--- src/rtl/a2q_div_cell.sv ---
`timescale 1ns / 1ps
`default_nettype none

module a2q_div_cell #(
	parameter int BIT  = 0,
	parameter int W    = 52,
	parameter int DENW = 32,
	parameter int QW   = 17
) (
	input  wire logic            clk,
	input  wire logic            en,
	input  wire logic [DENW-1:0] den,
	input  wire logic [W-1:0]    prev_rem,
	input  wire logic [QW-1:0]   prev_quo,
	output logic [W-1:0]         succ_rem,
	output logic [QW-1:0]        succ_quo
);

	logic [W-1:0] sh;
	logic         ge;

	always_comb begin
		sh = W'(den) << BIT;
		ge = (prev_rem >= sh);
	end

	always_ff @(posedge clk) begin
		if (en) begin
			succ_rem <= ge ? prev_rem - sh : prev_rem;
			succ_quo <= prev_quo | (QW'(ge) << BIT);
		end
	end

endmodule

`default_nettype wire

--- config.mk ---
export PLATFORM = sky130hd
export DESIGN_NAME = a2q_div_cell
export DESIGN_NICKNAME = d
export VERILOG_FILES = /design/src/rtl/a2q_div_cell.sv
export SDC_FILE = /design/constraint.sdc
export NUM_CORES = 1
export LEC_CHECK = 0
export BUFFER_PORTS_ARGS = -buffer_cell sky130_fd_sc_hd__buf_2
export CORE_MARGIN = 1.5
export CORE_UTILIZATION = 45
export DETAILED_ROUTE_END_ITERATION = 10
export PLACE_DENSITY = 0.78
export SYNTH_ARGS = -nofsm -noshare
export SYNTH_HDL_FRONTEND = slang
export SYNTH_SLANG_ARGS = --single-unit
--- constraint.sdc ---
create_clock -name clk -period 7.5 [get_ports clk]
set_input_delay 0.375 -clock clk [delete_from_list [all_inputs] [get_ports clk]]
set_output_delay 0.375 -clock clk [all_outputs]
set_load 0.01 [all_outputs]
; Yosys cells after proc, flatten, opt, wreduce, memory -nomap -nowiden
; Cells that the tools add are included.
[totals]
regBits = 69
in_bits = 103
word_cells = 6
out_inout_bits = 69
[classes]
order_cmp = 1
addsub = 1
mux = 1
bitwise_logic = 1
[op_table]
columns = cell, n
row1 = $ge A52 B32 Y1, 1
row2 = $mux W52, 1
row3 = $sub A52 B32 Y52, 1
row4 = $or A17 B1 Y17, 1

; Longest topological paths before layout
[depth]
ltp_word = 2
mapped_depth = 13
ltp_nobuf = 11

; Worst setup path before layout
; OpenSTA, ideal clock, no wires.
[synth_timing]
kind = input-to-reg
startpoint = input den[8]
endpoint = register succ_rem[41] (data pin)
path_slack_ns = 4.754
setup_ns = 0.271
path_buffers = 1
arrival_time_ns = 2.475
path_stages = 11
required_ns = 7.229
path_cell_list = inv_1 ha_1 clkbuf_1 a21oi_1 o21ai_1 a31o_1 o21a_1 a2111o_1 a21o_1 nor4_1 xor2_1
[synth_via]
elab_chain_len = 2
word_cells_on_any_way = 3
classes_between = add/sub: 1 / order compare: 1 / mux: 1
[synth_rtl]
columns = element, line_no
row1 = start: declaration, 12  ; input wire logic [DENW-1:0] den,
row2 = $sub A52 B32 Y52 or $ge A52 B32 Y1 (tied branches), "29, 24"
row3 = $mux W52 (*), 29  ; succ_rem <= ge ? prev_rem - sh : prev_rem;
row4 = end signal: assignment, 29
row5 = end: declaration, 15  ; output logic [W-1:0] succ_rem,
; Mark *: on every way between the ends. The rest lies on a longest branch, timed or not.
; A chain may end at the register's enable or synchronous reset.

; Final worst setup path
[layout_timing]
startpoint = input prev_rem[0]
endpoint = register succ_rem[15] (data pin)
[layout_via]
elab_chain_len = 2
word_cells_on_any_way = 3
classes_between = add/sub: 1 / order compare: 1 / mux: 1
[layout_rtl]
columns = element, line_no
row1 = start: declaration, 13  ; input wire logic [W-1:0] prev_rem,
row2 = $sub A52 B32 Y52 or $ge A52 B32 Y1 (tied branches), "29, 24"
row3 = $mux W52 (*), 29
; Marks and branches as above.

==> run_results.csv <==
group,metric,value,unit
status,status,"finished clean",
floorplanning,io_pins,172,
timing,min_period_over_period,0.464,
power_and_ir_drop,vdd_ir_drop_max,85.8,uV
placed_design,io_buffers,171,
logic_synthesis,synth-seq-area-share,0.420,
timing,worst_slew_pin_slew,0.980,ns
worst_setup_path,cp_top_family,"compound AO/OA/AOI/OAI gates",
layout,drive_above_1_share,0.278,
grt,grt_pass1_wl,20.9,mm
cts,clk_pin_slew,0.09,ns
logic_synthesis,syn_inst,527,
cts,ctsResizeCount,0,
timing,slew_headroom,0.345,
cts,cts-hold-fix-buffers,0,
layout,finalNonFillerCells,839,
floorplanning,core,10800,um^2
grt,grt_max_degree,70,
cts,tritoncts,"built",
floorplanning,dieWidth,108,um
drt,num_vias,4559,
cts,numCtsBuffers,9,
worst_setup_path,crit_chain,"buf_2, inv_1, ha_1, fa_1, nand2b_1, a21oi_1, o21a_1, o21ai_0, nand2_1, a21oi_4, buf_4, mux2_1",
floorplanning,rows,38,
cts,cts_sinks,69,
layout,nets,828,
worst_setup_path,cpPeakStageDelay,0.80,ns
logic_synthesis,synth_area,4940,um^2
job,drv_cap,0,
cts,htree_levels,3,
layout,final_common_cell,"buf_2",
logic_synthesis,yosysWarnings,0,
worst_setup_path,worstSetupEndpointType,"flop",
worst_setup_path,slowest_stage,"a21oi_4",
drt,wl_per_cell,15.9,um
grt,grt_overflow,0,
timing,final_hold_viol_count,0,
timing,finalSetupViolations,0,
floorplanning,initial_utilization,0.458,
logic_synthesis,synth_edf_count,69,
placed_design,placed_cell_area,5890,um^2
cts,cts_setup_buffers,0,
worst_setup_path,critical_path_buf_inv_count,3,
worst_setup_path,path_class,"in -> reg",
drt,via_per_inst,5.43,
timing,rsz0062_at_grt,"no",
grt,grtUsageTotal,0.233,
power_and_ir_drop,switching_power,0.000373,W
worst_setup_path,cp-start-kind,"input pin",
min_path,hold_class,"in -> reg",
layout,fin_area,6100,um^2
drt,drt_iter0_drc,256,
drt,antenna_left,0,
power_and_ir_drop,p_leak,2.68,nW
timing,fin_setup_tns,0,ns
cts,clockBufferDepth,2,
power_and_ir_drop,switching_share,0.325,
drt,drt_first_pass_iters,5,
timing,drv_slew,0,
floorplanning,die_area,11600,um^2
logic_synthesis,synth.distinct_cells,54,
layout,mostFrequentLayoutCells,"buf_2, edfxtp_1, nand2_1",
power_and_ir_drop,power_frac_clock,0.291,
timing,fin_crit,3.48,ns
power_and_ir_drop,p_int,0.000773,W
placed_design,place_inst,821,
placed_design,dp_hpwl,10.2,mm
grt,grt_pass1_vias,4363,
worst_setup_path,crit_required,7.62,ns
logic_synthesis,synth_fp_nets,663,
drt,drc,0,
placed_design,pre_cts_ws,3.70,ns
floorplanning,die_y,108,um
grt,antenna_found_initial,2,
layout,area_growth,23.5,%
logic_synthesis,synth-seq-cells,69,
timing,setup_ws,4.02,ns
placed_design,gp_congestion,0.905,
power_and_ir_drop,p_seq_frac,0.432,
power_and_ir_drop,pwr_density_cell,188,nW/um^2
timing,fmax,287,MHz
logic_synthesis,synth_flop_cell,"edfxtp_1",
worst_setup_path,crit_fanout,42,
logic_synthesis,syn_area_per_cell,9.37,um^2
drt,routed_wl,13.3,mm
logic_synthesis,async_reset_ff_frac,0,
power_and_ir_drop,pwr-share-comb,0.277,
worst_setup_path,arrival,3.61,ns
cts,ctsRootBufferMaster,"clkbuf_8",
layout,final_core_util,0.565,
## cell families (layout without fill, tap and decap cells)
group                    Yosys count  in the layout  share of synthesized area
multiplexers                       4              4                    0.00887
AO/OA/AOI/OAI                    144            144                      0.181
adder cells (fa/ha/maj)           33             33                     0.0851
AND/OR/NAND/NOR                  171            171                      0.173
other                              0              2                          0
XOR/XNOR                          46             46                     0.0816
buffers and inverters             60            230                     0.0504
flip-flops                        69             69                      0.420
## power groups by stage
| stage | combinational, W | clock, W | sequential [W] |
|---|---|---|---|
| finish | 0.000318 | 0.000333 | 0.000494 |
| global route | 0.000352 | 0.000350 | 0.000499 |
| CTS | 0.000317 | 0.000337 | 0.000495 |
| detailed placement | 0.000315 | 0 | 0.000503 |
| global placement | 0.000310 | 0 | 0.000502 |
| floorplan | 0.000162 | 0 | 0.000530 |
## synth_stat cells (2+ instances only)
library cell / number / share of area
o21ai_0: 36 / 0.036
nor4b_1: 2 / 0.0035
nand3_1: 11 / 0.011
a31oi_1: 4 / 0.0051
o21bai_1: 7 / 0.011
nor3_1: 8 / 0.0081
nand2_1: 61 / 0.046
inv_1: 41 / 0.031
edfxtp_1: 69 / 0.42
o21a_1: 4 / 0.0061
o22ai_1: 2 / 0.0025
o31ai_1: 6 / 0.0091
mux2_1: 3 / 0.0068
nand2b_1: 9 / 0.011
nand4_1: 7 / 0.0089
a21o_1: 13 / 0.020
nor2b_1: 5 / 0.0063
buf_4: 4 / 0.0061
o21ai_1: 6 / 0.0061
nor4_1: 19 / 0.024
or2_1: 2 / 0.0025
nor4_2: 2 / 0.0051
a21oi_1: 43 / 0.044
or3_1: 11 / 0.014
and3_1: 5 / 0.0063
nor2_1: 24 / 0.018
and2_1: 2 / 0.0025
o211ai_1: 5 / 0.0076
a211oi_1: 3 / 0.0046
ha_1: 32 / 0.081
xnor2_1: 14 / 0.025
a2111oi_0: 2 / 0.0035
clkbuf_1: 13 / 0.0099
xor2_1: 32 / 0.057
## sequential cells by signal, indices dropped and copies added (netlist names)
signal,cells
succ_rem,52
succ_quo,17
## worst paths after layout
path / from / end / slack [ns] / cells past startpoint
worst min-delay path: prev_quo[4] / succ_quo[4]$_DFFE_PP_ / 0.17 / 1
worst max-delay path: prev_rem[0] / succ_rem[15]$_DFFE_PP_ / 4.02 / 12
## through the flow
step           power [W]  hold slack [ns]
6_report         0.00115            0.172
5_1_grt          0.00120            0.168
4_1_cts          0.00115            0.164
3_5_place_dp    0.000818            0.553
3_3_place_gp    0.000812            0.552
2_1_floorplan   0.000692            0.474
## layer usage
metal | track usage | vias to the layer above | wire (um)
met1 | 0.311 | 2125 | 6010
li1 | - | 2264 | -
met5 | 0 | - | 0
met4 | 0.0996 | 0 | 191
met3 | 0.0315 | 14 | 726
met2 | 0.380 | 156 | 6420
## layout make-up
class	count	area [um^2]
flip-flops and latches	69	2070
multi-input cells	398	2620
well taps	140	175
diodes	2	5.00
clock buffers	9	124
fillers	973	4690
clock inverters	7	80.1
inverters	41	154
repair buffers	173	871
No activity file was read; power rests on OpenSTA's default activity.
