<file path="config.mk">
export PLATFORM = sky130hd
export DESIGN_NAME = a2q_cell
export DESIGN_NICKNAME = d
export VERILOG_FILES = /design/src/rtl/a2q_pkg.sv /design/src/rtl/a2q_cell.sv
export SDC_FILE = /design/constraint.sdc
export NUM_CORES = 1
export LEC_CHECK = 0
export BUFFER_PORTS_ARGS = -buffer_cell sky130_fd_sc_hd__clkbuf_2
export CORE_MARGIN = 2
export CORE_UTILIZATION = 40
export DETAILED_ROUTE_END_ITERATION = 16
export PLACE_DENSITY = 0.73
export SETUP_SLACK_MARGIN = 0.2
export SLEW_MARGIN = 25
export SYNTH_ARGS = -nofsm -noshare
export SYNTH_HDL_FRONTEND = slang
export SYNTH_SLANG_ARGS = --single-unit
</file>
<file path="constraint.sdc">
create_clock -name clk -period 1.1 [get_ports clk]
set_input_delay 0.11 -clock clk [delete_from_list [all_inputs] [get_ports clk]]
set_output_delay 0.11 -clock clk [all_outputs]
set_load 0.01 [all_outputs]
</file>
<file path="src/rtl/a2q_pkg.sv">
`timescale 1ns / 1ps
`default_nettype none

package a2q_pkg;

	// angle turn constants in 1/256 degree units
	localparam logic [20:0] TURN_FULL    = 21'd184320;
	localparam logic [20:0] TURN_BIAS    = 21'd552960;
	localparam logic [19:0] TURN_HALF    = 20'd92160;
	localparam logic [19:0] TURN_QUARTER = 20'd46080;
	localparam logic [19:0] TURN_3Q      = 20'd138240;

	// floor(pi * 2^62 / 92160): radians of the half angle per angle unit, Q62
	localparam logic [47:0] RAD_K = 48'd157205283378409;

	localparam logic signed [32:0] CORDIC_KINV = 33'sd652032874;

	localparam int SQRT_STEPS = 32;

	localparam logic [31:0] ATAN_HEAD [11] = '{
		32'h3243F6A8, 32'h1DAC6705, 32'h0FADBAFC, 32'h07F56EA6,
		32'h03FEAB76, 32'h01FFD55B, 32'h00FFFAAA, 32'h007FFF55,
		32'h003FFFEA, 32'h001FFFFD, 32'h000FFFFF
	};

	typedef struct packed {
		logic signed [19:0] angle_deg;
		logic signed [15:0] axis_x;
		logic signed [15:0] axis_y;
		logic signed [15:0] axis_z;
	} in_beat_t;

	typedef struct packed {
		logic signed [15:0] quat_x;
		logic signed [15:0] quat_y;
		logic signed [15:0] quat_z;
		logic signed [15:0] quat_w;
		logic signed [15:0] conj_x;
		logic signed [15:0] conj_y;
		logic signed [15:0] conj_z;
		logic               zero_axis;
	} out_beat_t;

	// state carried along the rotator / square root chain
	typedef struct packed {
		logic               flip;
		logic               zero;
		logic signed [15:0] ax;
		logic signed [15:0] ay;
		logic signed [15:0] az;
		logic signed [32:0] cx;
		logic signed [32:0] cy;
		logic signed [32:0] cz;
		logic [33:0]        rem;
		logic [31:0]        root;
		logic [31:0]        nbits;
	} cell_t;

	function automatic logic signed [32:0] atan_q30(input int i);
		if (i < 11) begin
			return 33'(ATAN_HEAD[i[3:0]]);
		end else if (i <= 30) begin
			return (33'sd1 <<< (30 - i)) - 33'sd1;
		end else begin
			return 33'sd0;
		end
	endfunction

	function automatic logic signed [15:0] sat16(input logic signed [39:0] v);
		if (v > 40'sd32767) begin
			return 16'sh7fff;
		end else if (v < -40'sd32768) begin
			return 16'sh8000;
		end else begin
			return v[15:0];
		end
	endfunction

endpackage

`default_nettype wire

</file>
<file path="src/rtl/a2q_cell.sv">
`timescale 1ns / 1ps
`default_nettype none

module a2q_cell #(
	parameter int IDX     = 0,
	parameter int CSTAGES = 16
) (
	input  wire logic           clk,
	input  wire logic           arst_n,
	input  wire logic           en,
	input  wire logic           prev_valid,
	input  wire a2q_pkg::cell_t prev,
	output logic                succ_valid,
	output a2q_pkg::cell_t      succ
);
	import a2q_pkg::*;

	cell_t              nxt;
	logic signed [32:0] dx, dy, at;
	logic [33:0]        r2, trial;
	logic               ge;

	always_comb begin
		nxt = prev;
		dx = prev.cy >>> IDX;
		dy = prev.cx >>> IDX;
		at = atan_q30(IDX);
		// cells past the rotator length only run the root digit
		if (IDX < CSTAGES) begin
			if (!prev.cz[32]) begin
				nxt.cx = prev.cx - dx;
				nxt.cy = prev.cy + dy;
				nxt.cz = prev.cz - at;
			end else begin
				nxt.cx = prev.cx + dx;
				nxt.cy = prev.cy - dy;
				nxt.cz = prev.cz + at;
			end
		end
		// one root bit per cell, two radicand bits shifted in
		r2 = {prev.rem[31:0], prev.nbits[31:30]};
		trial = {prev.root, 2'b01};
		ge = (r2 >= trial);
		nxt.rem = ge ? r2 - trial : r2;
		nxt.root = {prev.root[30:0], ge};
		nxt.nbits = {prev.nbits[29:0], 2'b00};
	end

	always_ff @(posedge clk or negedge arst_n) begin
		if (!arst_n) begin
			succ_valid <= 1'b0;
		end else if (en) begin
			succ_valid <= prev_valid;
		end
	end

	always_ff @(posedge clk) begin
		if (en) begin
			succ <= nxt;
		end
	end

endmodule

`default_nettype wire

</file>
# --- Word level (Yosys, flattened, before mapping) ---
# Cells that the tools add are included.
totals:
  output_inout_bits: 248
  regBits: 246
  mem_count: 0
  inputBits: 251
  ram_bits: 0
  mem_bits_ro: 0
  word_cells: 21
  latchBits: 0
classes:
  div_mod_pow: 0
  order_cmp: 1
  shifts: 0
  multipliers: 0
  n_reduce_logical: 0
  muxes: 2
  n_addsub: 6
  eq_ne: 0
  bitwise_logic: 0
ops:
  columns: ["operator", "n"]
  rows:
  - ["$mux 99", 1]
  - ["$sub 33x33->33", 2]
  - ["$ge 34x34->1", 1]
  - ["$mux 34", 1]
  - ["$sub 34x34->34", 1]
  - ["$add 33x31->33 const B", 1]
  - ["$add 33x33->33", 1]
  - ["$sub 33x31->33 const B", 1]

# --- Depth between registers and ports, before layout ---
depth:
  ltp_word: 2
  mapped_depth: 14
  mapped_depth_nobuf: 12

# --- Worst setup path after synthesis ---
# OpenSTA, ideal clock, no wires.
synth_timing:
  path_kind: "input port to flip-flop"
  from: "input prev[130] (netlist bit)"
  to: "register succ[126] (netlist bit), data pin"
  setup_time_ns: 0.259
  arrival_ns: 3.041
  path_slack_ns: -2.201
  path_stages: 14
  cell_sequence: "inv_1 buf_2 buf_1 buf_1 ha_1 and4_1 a21oi_1 o21ai_0 o31a_1 a21oi_1 o31ai_1 a21o_1 a21oi_1 xnor2_1"
synth_lines:
  columns: ["element", "line", "text"]
  rows:
  - ["from (decl)", "a2q_cell.sv:12", "input wire a2q_pkg::cell_t prev,"]
  - ["to (signal assigned)", "a2q_cell.sv:59", "succ <= nxt;"]
  - ["to (decl)", "a2q_cell.sv:14", "output a2q_pkg::cell_t succ"]

==> flow_metrics.env <==
export IMPL_gp_congestion=0.9643
export IMPL_firstDrtPassIters=8
export IMPL_synth_edf_count=244
export IMPL_maxCapViolations=0
export IMPL_ys_seq_elements=245
export IMPL_clock_sinks=245
export IMPL_ys_warn_count=0
export IMPL_crit_fanout=8
export IMPL_first_global_vias=19899
export IMPL_period_share_pct=237.1
export IMPL_vias=20406
export IMPL_place_inst=3183
export IMPL_grt_pass1_wl_mm=119.2
export IMPL_clk_pin_slew_ns=0.06
export IMPL_drt_initial_drc_count=2336
export IMPL_die_y_um=210.4
export IMPL_grt_overflow=0
export IMPL_synth_flop_cell="edfxtp_1"
export IMPL_reg2reg_to="succ_valid"
export IMPL_fp_dieW_um=210.4
export IMPL_post_route_min_period_ns=2.608
export IMPL_h_tree_depth=1
export IMPL_wire_per_inst_um=26.21
export IMPL_port_buffers=494
export IMPL_ant_nets=0
export IMPL_start_kind="input pin"
export IMPL_end_kind="flip-flop"
export IMPL_holdCritPathClass="input pin to flip-flop"
export IMPL_cp_arrival_ns=2.97
export IMPL_reg2reg_setup_slack_ns=0.32
export IMPL_worstPathRequired_ns=1.46
export IMPL_regToRegStartpoint="succ_valid"
export IMPL_violations="negative hold slack, negative setup slack"
export IMPL_grt_max_degree=50
export IMPL_crit_path_end="succ[96]"
export IMPL_finalWorstSetupSlack_ns=-1.508
export IMPL_hpwl_mm=53.15
export IMPL_cts_buffer_depth=3
export IMPL_async_flop_share_pct=0.4082
export IMPL_root_buffer="clkbuf_16"
export IMPL_pwr_share_comb_pct=39.4
export IMPL_whs_ns=-0.1083
export IMPL_antenna_found_initial=27
export IMPL_drc=0
export IMPL_boundaryPins=499
export IMPL_setup_viol=364
export IMPL_r2r_cells=1
export IMPL_p_switching_uw=13220
export IMPL_synthDistinctLibCells=90
export IMPL_cts_buffers_inserted=31
export IMPL_power_share_clock_pct=28.0
export IMPL_rsz0062_at_grt="yes"
export IMPL_clk_latency_ns=0.61
export IMPL_timing_final_hold_violations=1
export IMPL_synth_cell_area_um2=17040
export IMPL_vdd_drop_max_uv=1239
export IMPL_internal_power_uw=25270
export IMPL_fin_cells=3499
export IMPL_cts_tree="yes"
export IMPL_power_density_nw_per_um2=1264
export IMPL_finalMaxSlewViolations=0
export IMPL_syn_avg_cell_area_um2=10.02
export IMPL_finClkSkew_ns=0
export IMPL_critical_path_class="input pin to flip-flop"
export IMPL_tightest_slew_ns=0.8177
export IMPL_utilization_pct=72.59
export IMPL_final_area_um2=30450
export IMPL_area_growth_pct=78.74
export IMPL_dpl_cell_area_um2=24880
export IMPL_initial_utilization_pct=40.61
export IMPL_track_usage_pct=35.70
export IMPL_coreArea_um2=41950
export IMPL_syn_inst=1701
export IMPL_leakage_uw=0.01387
export IMPL_cp_startpoint="prev[45]"
export IMPL_p_seq_share_pct=32.5
export IMPL_final_nets=3331
export IMPL_drive_above_1_share_pct=51.72
export IMPL_outcome="finished with violations"
export IMPL_dieArea_um2=44260
export IMPL_seq_area_frac_synth_pct=43.16
export IMPL_max_freq_mhz=383.5
export IMPL_slew_headroom_pct=44.91
export IMPL_num_rows=75
export IMPL_netSwitchingFraction_pct=34.35
export IMPL_wl_mm=91.70
export IMPL_via_per_inst=5.832
## repair_timing
action | CTS | global route
gates resized for setup | 239 | 290
pin swaps | 146 | 129
gates cloned | 4 | 0
hold buffers | 151 | 1
setup endpoints to repair | 368 | 368
setup buffers | 42 | 43
endpoints found under the hold margin | 182 | 15
## kinds of logic (layout without fill, tap and decap cells)
family	count (synthesis)	count (layout)	share of synthesized area, %
mux	47	47	2.996
compound gates	502	502	18.96
xor+xnor	114	114	5.861
other cells	1	21	0.02201
fa+ha+maj	162	162	12.07
flops	245	245	43.16
buf+inv	216	1455	5.170
simple gates	414	414	11.77
## through the flow
stage	power [uW]	TNS [ns]	setup slack, ns
3_5_place_dp	23850	-185.12	-2.062
3_3_place_gp	23660	-179.15	-1.999
2_1_floorplan	18220	-131.26	-1.596
5_1_grt	39430	-163.26	-1.508
4_1_cts	35850	-126.73	-1.251
6_report	38500	-155.50	-1.508
## cell type report
| cell class | instances | area, um2 |
|---|---|---|
| clock inverters | 20 | 231.5 |
| flip-flops and latches | 245 | 7352 |
| clock buffers | 36 | 794.5 |
| fillers | 2656 | 11500 |
| diodes | 19 | 47.55 |
| multi-input cells | 1241 | 11120 |
| inverters | 146 | 646.9 |
| well taps | 539 | 674.4 |
| repair buffers | 1253 | 9583 |
## Yosys cell counts (6+ instances only)
library cell,count,area [um2]
edfxtp_1,244,7327
a21oi_1,173,865.8
ha_1,158,1977
inv_1,140,525.5
nor2_1,135,506.7
nand2_1,86,322.8
xnor2_1,85,744.5
o21ai_0,84,420.4
a21o_1,57,427.9
nand3_1,40,200.2
clkbuf_1,35,131.4
xor2_1,29,254.0
o21a_1,28,210.2
mux2_1,27,304.0
o21bai_1,27,202.7
nor3_1,25,125.1
nand4_1,21,131.4
nand2b_1,20,125.1
a31oi_1,17,106.4
nor2b_1,17,106.4
mux2i_1,15,150.1
a211oi_1,14,105.1
nor4_1,14,87.58
or3_1,14,87.58
buf_2,13,65.06
and3_1,11,68.82
buf_1,10,37.54
o31ai_1,10,75.07
o2111ai_1,9,78.83
o21ai_1,9,45.04
a211o_1,8,70.07
and2_1,7,43.79
buf_4,7,52.55
o211ai_1,7,52.55
or2_2,6,37.54
## flip-flops by register name, indices dropped and copies added (netlist names)
signal,count
succ_valid,1
succ,244
## worst max-delay path, cell delays in order
cell	delay [ns]
clkbuf_2	0.11
inv_1	0.18
ha_4	0.29
buf_4	0.18
a21o_1	0.17
a21oi_2	0.23
o21ai_0	0.21
a211oi_1	0.46
nor3_1	0.16
o31ai_2	0.36
o311ai_0	0.21
mux2_4	0.30
## power by group through the flow
stage               Clock (uW)  Combinational [uW]  Sequential [uW]
finish                   10800               15200            12500
detailed placement           0               11400            12400
global route             11100               15800            12500
CTS                      10500               13100            12200
floorplan                    0                5360            12900
global placement             0               11300            12400
## how the worst min path moves through the flow
stage,startpoint,to,slack [ns],cells after the start
2_1_floorplan,arst_n,succ_valid,-0.19,0
3_3_place_gp,arst_n,succ_valid,-0.11,1
3_5_place_dp,arst_n,succ_valid,-0.11,1
4_1_cts,prev[102],succ[102],-0.08,2
5_1_grt,prev[101],succ[102],-0.10,2
6_report,prev[101],succ[102],-0.11,2
## layer usage
layer / vias up / GRT usage, % / share of wire, %
met4: 28 / 23.31 / 9.2
met2: 1515 / 58.70 / 44
met1: 9623 / 39.94 / 33
li1: 8652 / - / -
met3: 588 / 11.49 / 13
met5: - / 0 / 0.93
## placed cells by master (no fill, tap or decap), drive strengths merged, types with 32 or more instances in the layout
cell / n
buf: 671
clkbuf: 466
edfxtp: 244
a21oi: 174
ha: 158
dlygate4sd3: 152
inv: 143
nor2: 135
o21ai: 93
nand2: 86
xnor2: 85
a21o: 57
nand3: 40
mux2: 32
(Power assumes the default switching activity.)
