<file path="src/rtl/a2q_pkg.sv">
`timescale 1ns / 1ps
`default_nettype none

package a2q_pkg;

	// angle turn constants in 1/256 degree units
	localparam logic [20:0] TURN_FULL    = 21'd184320;
	localparam logic [20:0] TURN_BIAS    = 21'd552960;
	localparam logic [19:0] TURN_HALF    = 20'd92160;
	localparam logic [19:0] TURN_QUARTER = 20'd46080;
	localparam logic [19:0] TURN_3Q      = 20'd138240;

	// floor(pi * 2^62 / 92160): radians of the half angle per angle unit, Q62
	localparam logic [47:0] RAD_K = 48'd157205283378409;

	localparam logic signed [32:0] CORDIC_KINV = 33'sd652032874;

	localparam int SQRT_STEPS = 32;

	localparam logic [31:0] ATAN_HEAD [11] = '{
		32'h3243F6A8, 32'h1DAC6705, 32'h0FADBAFC, 32'h07F56EA6,
		32'h03FEAB76, 32'h01FFD55B, 32'h00FFFAAA, 32'h007FFF55,
		32'h003FFFEA, 32'h001FFFFD, 32'h000FFFFF
	};

	typedef struct packed {
		logic signed [19:0] angle_deg;
		logic signed [15:0] axis_x;
		logic signed [15:0] axis_y;
		logic signed [15:0] axis_z;
	} in_beat_t;

	typedef struct packed {
		logic signed [15:0] quat_x;
		logic signed [15:0] quat_y;
		logic signed [15:0] quat_z;
		logic signed [15:0] quat_w;
		logic signed [15:0] conj_x;
		logic signed [15:0] conj_y;
		logic signed [15:0] conj_z;
		logic               zero_axis;
	} out_beat_t;

	// state carried along the rotator / square root chain
	typedef struct packed {
		logic               flip;
		logic               zero;
		logic signed [15:0] ax;
		logic signed [15:0] ay;
		logic signed [15:0] az;
		logic signed [32:0] cx;
		logic signed [32:0] cy;
		logic signed [32:0] cz;
		logic [33:0]        rem;
		logic [31:0]        root;
		logic [31:0]        nbits;
	} cell_t;

	function automatic logic signed [32:0] atan_q30(input int i);
		if (i < 11) begin
			return 33'(ATAN_HEAD[i[3:0]]);
		end else if (i <= 30) begin
			return (33'sd1 <<< (30 - i)) - 33'sd1;
		end else begin
			return 33'sd0;
		end
	endfunction

	function automatic logic signed [15:0] sat16(input logic signed [39:0] v);
		if (v > 40'sd32767) begin
			return 16'sh7fff;
		end else if (v < -40'sd32768) begin
			return 16'sh8000;
		end else begin
			return v[15:0];
		end
	endfunction

endpackage

`default_nettype wire

</file>
<file path="src/rtl/a2q_front.sv">
`timescale 1ns / 1ps
`default_nettype none

module a2q_front (
	input  wire logic              clk,
	input  wire logic              arst_n,
	input  wire logic              en,
	input  wire logic              beat_valid,
	input  wire a2q_pkg::in_beat_t beat,
	output logic                   succ_valid,
	output a2q_pkg::cell_t         succ
);
	import a2q_pkg::*;

	logic               v_s1, v_s2, v_s3, v_s4;
	logic [20:0]        t_s1;
	logic [17:0]        r_s2;
	logic [15:0]        mag_s3;
	logic               neg_s3, neg_s4;
	logic               flip_s3, flip_s4;
	logic [39:0]        pl_s4, ph_s4;
	logic [30:0]        sqx_s1, sqy_s1, sqz_s1;
	logic [31:0]        n2_s2, n2_s3, n2_s4;
	logic               zero_s2, zero_s3, zero_s4;
	logic signed [15:0] ax_s1, ay_s1, az_s1;
	logic signed [15:0] ax_s2, ay_s2, az_s2;
	logic signed [15:0] ax_s3, ay_s3, az_s3;
	logic signed [15:0] ax_s4, ay_s4, az_s4;

	logic signed [21:0] tsum;
	logic signed [31:0] px, py, pz;
	logic [20:0]        tsub;
	logic [31:0]        n2;
	logic signed [19:0] rs, rf;
	logic [63:0]        zs;
	logic signed [32:0] zm;

	always_comb begin
		tsum = 22'(beat.angle_deg) + 22'sd552960;
		px = beat.axis_x * beat.axis_x;
		py = beat.axis_y * beat.axis_y;
		pz = beat.axis_z * beat.axis_z;

		// biased angle stays below six turns, so one parallel compare picks the multiple
		if (t_s1 >= 21'(5 * TURN_FULL)) begin
			tsub = 21'(5 * TURN_FULL);
		end else if (t_s1 >= 21'(4 * TURN_FULL)) begin
			tsub = 21'(4 * TURN_FULL);
		end else if (t_s1 >= 21'(3 * TURN_FULL)) begin
			tsub = 21'(3 * TURN_FULL);
		end else if (t_s1 >= 21'(2 * TURN_FULL)) begin
			tsub = 21'(2 * TURN_FULL);
		end else if (t_s1 >= TURN_FULL) begin
			tsub = TURN_FULL;
		end else begin
			tsub = 21'd0;
		end
		n2 = 32'(sqx_s1) + 32'(sqy_s1) + 32'(sqz_s1);

		// fold into a quarter turn either side of zero
		rs = signed'(20'(r_s2));
		if (r_s2 <= 18'(TURN_QUARTER)) begin
			rf = rs;
		end else if (r_s2 < 18'(TURN_3Q)) begin
			rf = rs - signed'(TURN_HALF);
		end else begin
			rf = rs - signed'(20'(TURN_FULL));
		end

		zs = {ph_s4, 24'd0} + 64'(pl_s4) + 64'h0000_0000_8000_0000;
		zm = signed'({1'b0, zs[63:32]});
	end

	always_ff @(posedge clk or negedge arst_n) begin
		if (!arst_n) begin
			v_s1 <= 1'b0;
			v_s2 <= 1'b0;
			v_s3 <= 1'b0;
			v_s4 <= 1'b0;
			succ_valid <= 1'b0;
		end else if (en) begin
			v_s1 <= beat_valid;
			v_s2 <= v_s1;
			v_s3 <= v_s2;
			v_s4 <= v_s3;
			succ_valid <= v_s4;
		end
	end

	always_ff @(posedge clk) begin
		if (en) begin
			t_s1 <= tsum[20:0];
			sqx_s1 <= px[30:0];
			sqy_s1 <= py[30:0];
			sqz_s1 <= pz[30:0];
			ax_s1 <= beat.axis_x;
			ay_s1 <= beat.axis_y;
			az_s1 <= beat.axis_z;

			r_s2 <= 18'(t_s1 - tsub);
			n2_s2 <= n2;
			zero_s2 <= (n2 == 32'd0);
			ax_s2 <= ax_s1;
			ay_s2 <= ay_s1;
			az_s2 <= az_s1;

			mag_s3 <= rf[19] ? 16'(-rf) : 16'(rf);
			neg_s3 <= rf[19];
			flip_s3 <= (r_s2 > 18'(TURN_QUARTER)) && (r_s2 < 18'(TURN_3Q));
			n2_s3 <= n2_s2;
			zero_s3 <= zero_s2;
			ax_s3 <= ax_s2;
			ay_s3 <= ay_s2;
			az_s3 <= az_s2;

			pl_s4 <= mag_s3 * RAD_K[23:0];
			ph_s4 <= mag_s3 * RAD_K[47:24];
			neg_s4 <= neg_s3;
			flip_s4 <= flip_s3;
			n2_s4 <= n2_s3;
			zero_s4 <= zero_s3;
			ax_s4 <= ax_s3;
			ay_s4 <= ay_s3;
			az_s4 <= az_s3;

			succ.flip <= flip_s4;
			succ.zero <= zero_s4;
			succ.ax <= ax_s4;
			succ.ay <= ay_s4;
			succ.az <= az_s4;
			succ.cx <= CORDIC_KINV;
			succ.cy <= 33'sd0;
			succ.cz <= neg_s4 ? -zm : zm;
			succ.rem <= 34'd0;
			succ.root <= 32'd0;
			succ.nbits <= n2_s4;
		end
	end

endmodule

`default_nettype wire

</file>
<file path="config.mk">
export PLATFORM = sky130hd
export DESIGN_NAME = a2q_front
export DESIGN_NICKNAME = d
export VERILOG_FILES = /design/src/rtl/a2q_pkg.sv /design/src/rtl/a2q_front.sv
export SDC_FILE = /design/constraint.sdc
export NUM_CORES = 2
export LEC_CHECK = 0
export CORE_ASPECT_RATIO = 1.5
export CORE_MARGIN = 1
export CORE_UTILIZATION = 65
export DETAILED_ROUTE_END_ITERATION = 8
export DONT_BUFFER_PORTS = 1
export PLACE_DENSITY = 0.85
export SLEW_MARGIN = 10
export SYNTH_ARGS = -nofsm -noshare
export SYNTH_HDL_FRONTEND = slang
export SYNTH_SLANG_ARGS = --single-unit
export TNS_END_PERCENT = 5
</file>
<file path="constraint.sdc">
create_clock -name clk -period 12.74 [get_ports clk]
set_input_delay 1.274 -clock clk [delete_from_list [all_inputs] [get_ports clk]]
set_output_delay 1.274 -clock clk [all_outputs]
set_load 0.02 [all_outputs]
</file>
# Word level (Yosys, flattened, before mapping)
# Cells that the tools add are included.
[totals]
ff_bits = 640
in_bits = 72
word_cells = 77
[op_classes]
n_addsub = 10
multipliers = 5
magnitude_cmp = 8
muxes = 9
reduce_logical = 2
[op_table]
columns = ["operator", "n"]
rows = [
  ["multiplier 16 x 16 -> 31 bit", 3],
  ["two-way mux 18 bit", 5],
  ["adder 64 x 32 -> 64 bit (second input constant)", 1],
  ["adder 64 x 37 -> 64 bit", 1],
  [">= comparator 21 x 20 -> 1 bit (second input constant)", 3],
  ["multiplier 16 x 24 -> 40 bit (second input constant)", 1],
  ["two-way mux 20 bit", 2],
  ["multiplier 16 x 21 -> 37 bit (second input constant)", 1],
  ["negator 32 -> 33 bit", 1],
  ["adder 31 x 31 -> 32 bit", 1],
  ["adder 32 x 31 -> 32 bit", 1],
  ["logical NOT 32 bit", 1],
  ["two-way mux 32 bit", 1],
  ["adder 20 x 21 -> 21 bit (second input constant)", 1],
  [">= comparator 21 x 18 -> 1 bit (second input constant)", 1],
  [">= comparator 21 x 19 -> 1 bit (second input constant)", 1],
  ["subtractor 18 x 17 -> 19 bit (second input constant)", 1],
  ["subtractor 18 x 18 -> 19 bit (second input constant)", 1],
  ["greater-than comparator 18 x 16 -> 1 bit (second input constant)", 1],
  ["<= comparator 18 x 16 -> 1 bit (second input constant)", 1],
  ["< comparator 18 bit (second input constant)", 1],
  ["subtractor 18 bit", 1],
  ["two-way mux 16 bit", 1],
  ["negator 16 bit", 1],
  ["logical AND 1 bit", 1],
]

# Depth between registers and ports, before layout
[logic_depth]
ltp_word = 7
mapped_depth = 27
mapped_depth_nobuf = 26

# Least setup slack after synthesis
# OpenSTA, ideal clock, no wires.
[synth_timing]
path_kind = "input-to-reg"
from = "in beat[1] (netlist name)"
to = "reg sqz_s1[24], data pin"
setup_ns = 0.258
arrival_ns = 7.407
required_time_ns = 12.482
setup_slack_ns = 5.075
stages = 26
n_path_buf = 2
cell_sequence = "clkbuf_1 > clkbuf_1 > nand2_1 > fa_1 > inv_1 > ha_1 > a21oi_1 > fa_1 > fa_1 > inv_1 > fa_1 > inv_1 > fa_1 > inv_1 > ha_1 > a21o_1 > a21o_1 > a21oi_1 > o31ai_1 > a2111oi_0 > o211ai_1 > a211o_1 > o21ai_0 > o21bai_1 > a21oi_1 > xnor2_1"
[synth_between]
elab_chain_cells = 1
[synth_lines]
columns = ["item", "line", "text"]
rows = [
  ["start: declaration", "a2q_front.sv:9", "input wire a2q_pkg::in_beat_t beat,"],
  ["multiplier 16 x 16 -> 31 bit", "a2q_front.sv:42", "pz = beat.axis_z * beat.axis_z;"],
  ["named net pz[24]", "a2q_front.sv:31", "logic signed [31:0] px, py, pz;"],
  ["end signal: assignment", "a2q_front.sv:95", "sqz_s1 <= pz[30:0];"],
  ["end: declaration", "a2q_front.sv:22", "logic [30:0] sqx_s1, sqy_s1, sqz_s1;"],
]
# The timed path passes the listed nets, and every way through them passes these cells.
# A chain may end at the register's enable or synchronous reset.

# Worst setup path in the final report
[layout_timing]
from = "reg mag_s3[5]"
to = "reg ph_s4[37], data pin"
[layout_between]
elab_chain_cells = 1
[layout_lines]
columns = ["item", "line", "text"]
rows = [
  ["start: declaration", "a2q_front.sv:18", "logic [15:0] mag_s3;"],
  ["start signal: assignment", "a2q_front.sv:107", "mag_s3 <= rf[19] ? 16'(-rf) : 16'(rf);"],
  ["multiplier 16 x 24 -> 40 bit", "a2q_front.sv:117", "ph_s4 <= mag_s3 * RAD_K[47:24];"],
  ["end signal: assignment", "a2q_front.sv:117", ""],
  ["end: declaration", "a2q_front.sv:21", "logic [39:0] pl_s4, ph_s4;"],
]
# Every way passes these cells.

==> out/metrics.cfg <==
[run_status]
outcome = complete, but fails checks
violations = max-slew violations

[clock_tree]
cts.repair.resized = 0
cts_hold_buffers = 0
clock_path_buffers = 3
cts_max_level = 2
clock-root-buffer = clkbuf_16
postCtsSetupBuffers = 0
clkLatencyLatePin_ns = 0.67
cts_inserted_buffers = 59
clock_sinks = 610
path_clk_slew_ns = 0.07
cts_tree = built

[die]
ios = 320
die_y_um = 377.9
initial_core_util_pct = 65.78
dieArea_sq_um = 95450
die_w_um = 252.6
row_count = 137
core_region_area_sq_um = 93080

[synthesis]
ys_warn_count = 0
syn_inst = 5468
yosysSeqAreaShare_pct = 29.88
ys_ff_latch = 610
synth_async_sr_flop_share_pct = 0.8197
synth_top_flop_cell = edfxtp_1
yosysUniqueCellTypes = 74
syn-cell-area_sq_um = 61220
syn_area_per_cell_sq_um = 11.20
synth_edf_count = 605

[final_layout]
drive_gt1_share_pct = 2.569
register_area_sq_um = 18290
final_common_cell = inv_1
area_growth_pct = 4.586
fillerInstances = 6496
final_cell_mix = inv_1, fa_1, edfxtp_1
nets = 7040
multi_input_comb_area_sq_um = 36770

[setup_path]
max_stage_delay_ns = 0.86
path_max_fanout = 11
required_ns = 13.15
endpoint_kind = flip-flop
setup.worst_path.start_class = flip-flop
cpMaxStageDelayCell = edfxtp_1
arrival_ns = 7.93
worstPathCellList = inv_1 -> ha_1 -> ha_1 -> or2_2 -> inv_1 -> fa_1 -> inv_1 -> fa_1 -> inv_1 -> fa_1 -> inv_1 -> fa_1 -> ha_1 -> a21o_1 -> a311o_1 -> a21oi_1 -> a21oi_1 -> a221oi_1 -> o311ai_0 -> o311a_1 -> or3_1 -> a21oi_1 -> xnor2_1
cpMostUsedCell = inv_1
timing.setup.critical_path_class = reg -> reg

[route]
drtIter0Drc = 1917
route.detailed.drc = 0
dr.pass1.iters = 6
wl_um = 127800
wire_per_inst_um = 18.95
via_count = 37170
antenna_left = 0
viasPerCell = 5.513

[sta]
skew_ns = 0.03519
slew_headroom_pct = -19.51
maxSlewViolCount = 166
fin_crit_sh_pct = 59.05
setup-violations-final = 0
final-hold-violation-count = 0
fmax_ghz = 0.1329
setup-tns-final_ns = 0
holdWs_ns = 0.2952
worst_pin_slew_ns = 1.793
rsz0062_at_grt = no
finalCriticalPeriod_ns = 7.523

[placement]
gp_congestion = 0.9799
hpwl_um = 103200
portBuffers = 0

[global_route]
grtUsageTotal_pct = 28.11
grt_max_degree = 611
grt.overflow.total = 0
grt_pass1_wl_um = 206500
antenna_found_initial = 2
grt_pass1_vias = 41170

[job]
max_cap_violations = 0

[worst_hold_path]
hp-class = in -> async

critical path: cells and delay by family, from the launching register on:
family / cells / cell delay [ns]
compound gates: 8 / 2.54
fa+ha+maj: 7 / 2.51
flops: 1 / 0.86
simple gates: 2 / 0.72
buf+inv: 5 / 0.54
xor+xnor: 1 / 0.08
area by class of cell:
| type | instances | area share [%] |
|---|---|---|
| Clock buffer | 72 | 2.382 |
| Timing Repair Buffer | 4 | 0.04690 |
| Tap cell | 1251 | 2.444 |
| Inverter | 1418 | 8.312 |
| Antenna cell | 2 | 0.007816 |
| Clock inverter | 38 | 0.8226 |
| Sequential cell | 610 | 28.57 |
| Multi-Input combinational cell | 3347 | 57.42 |
cell usage after synthesis, types with 18 or more instances:
master	n	area (sq um)
a211oi_1	23	172.7
a21o_1	57	427.9
a21oi_1	150	750.7
and2_1	110	688.2
and3_1	24	150.1
buf_4	132	991.0
clkbuf_1	91	341.6
edfxtp_1	605	18170
fa_1	935	18720
ha_1	593	7420
inv_1	1414	5308
nand2_1	308	1156
nand2b_1	30	187.7
nand3_1	38	190.2
nor2_1	203	762.0
nor2b_1	31	193.9
nor3_1	52	260.3
o21a_1	30	225.2
o21ai_0	84	420.4
or2_2	18	112.6
or3_1	20	125.1
xnor2_1	195	1708
xor2_1	80	700.7
per-stage QoR:
stage                     instances  setup slack (ns)  cell area, sq um  util, %
after floorplan                5601             5.075             61720        -
final                          6742             5.217             64030    68.79
after detailed placement       6630             4.600             61980    66.58
after CTS                      6740             5.287             64030    68.79
after global placement         6630             4.652             61980    66.58
after global routing           6742             4.844             64030    68.79
registers in the layout, indices dropped and copies added, names as in the netlist, 18 cells and up:
name,cells
succ,115
ph_s4,40
n2_s2,32
n2_s3,32
n2_s4,32
sqx_s1,30
sqy_s1,30
sqz_s1,30
t_s1,21
r_s2,18
path summary, 6_finish.rpt:
| path | startpoint | endpoint | slack (ns) | cells past startpoint |
|---|---|---|---|---|
| setup / recovery | mag_s3[5]$_DFFE_PP_ | ph_s4[37]$_DFFE_PP_ | 5.22 | 23 |
| hold / removal | arst_n | v_s2$_DFFE_PN0P_ | 0.30 | 0 |
| setup reg to reg | mag_s3[5]$_DFFE_PP_ | ph_s4[37]$_DFFE_PP_ | 5.22 | 23 |
| hold reg to reg | ay_s4[10]$_DFFE_PP_ | succ[223]$_DFFE_PP_ | 0.41 | 0 |
| max in group asynchronous | arst_n | succ_valid$_DFFE_PN0P_ | 12.35 | 0 |
| min in group clk | ay_s4[10]$_DFFE_PP_ | succ[223]$_DFFE_PP_ | 0.41 | 0 |
per-layer routing:
metal / wire length, um / GRT usage (%) / up-vias
met1: 42670 / 29.19 / 18590
li1: - / - / 16870
met4: 9390 / 17.94 / 0
met5: 0 / 0 / -
met3: 6093 / 3.762 / 496
met2: 69600 / 52.68 / 1224
kinds of logic (layout without fill, tap and decap cells):
logic type	count (synthesis)	in the layout	share of synthesized area (%)
adders and majority gates	1528	1528	42.69
AOI/OAI and AO/OA	501	501	5.362
and+or+nand+nor	896	896	7.022
DFF	610	610	29.88
other	2	137	0.01227
muxes	12	12	0.2125
buffers and inverters	1644	1532	10.89
xor gates and xnor gates	275	275	3.934
Power is left out: the tool's default activity adds up to more than one toggle a clock period on the data nets, which glitch-free logic cannot reach.
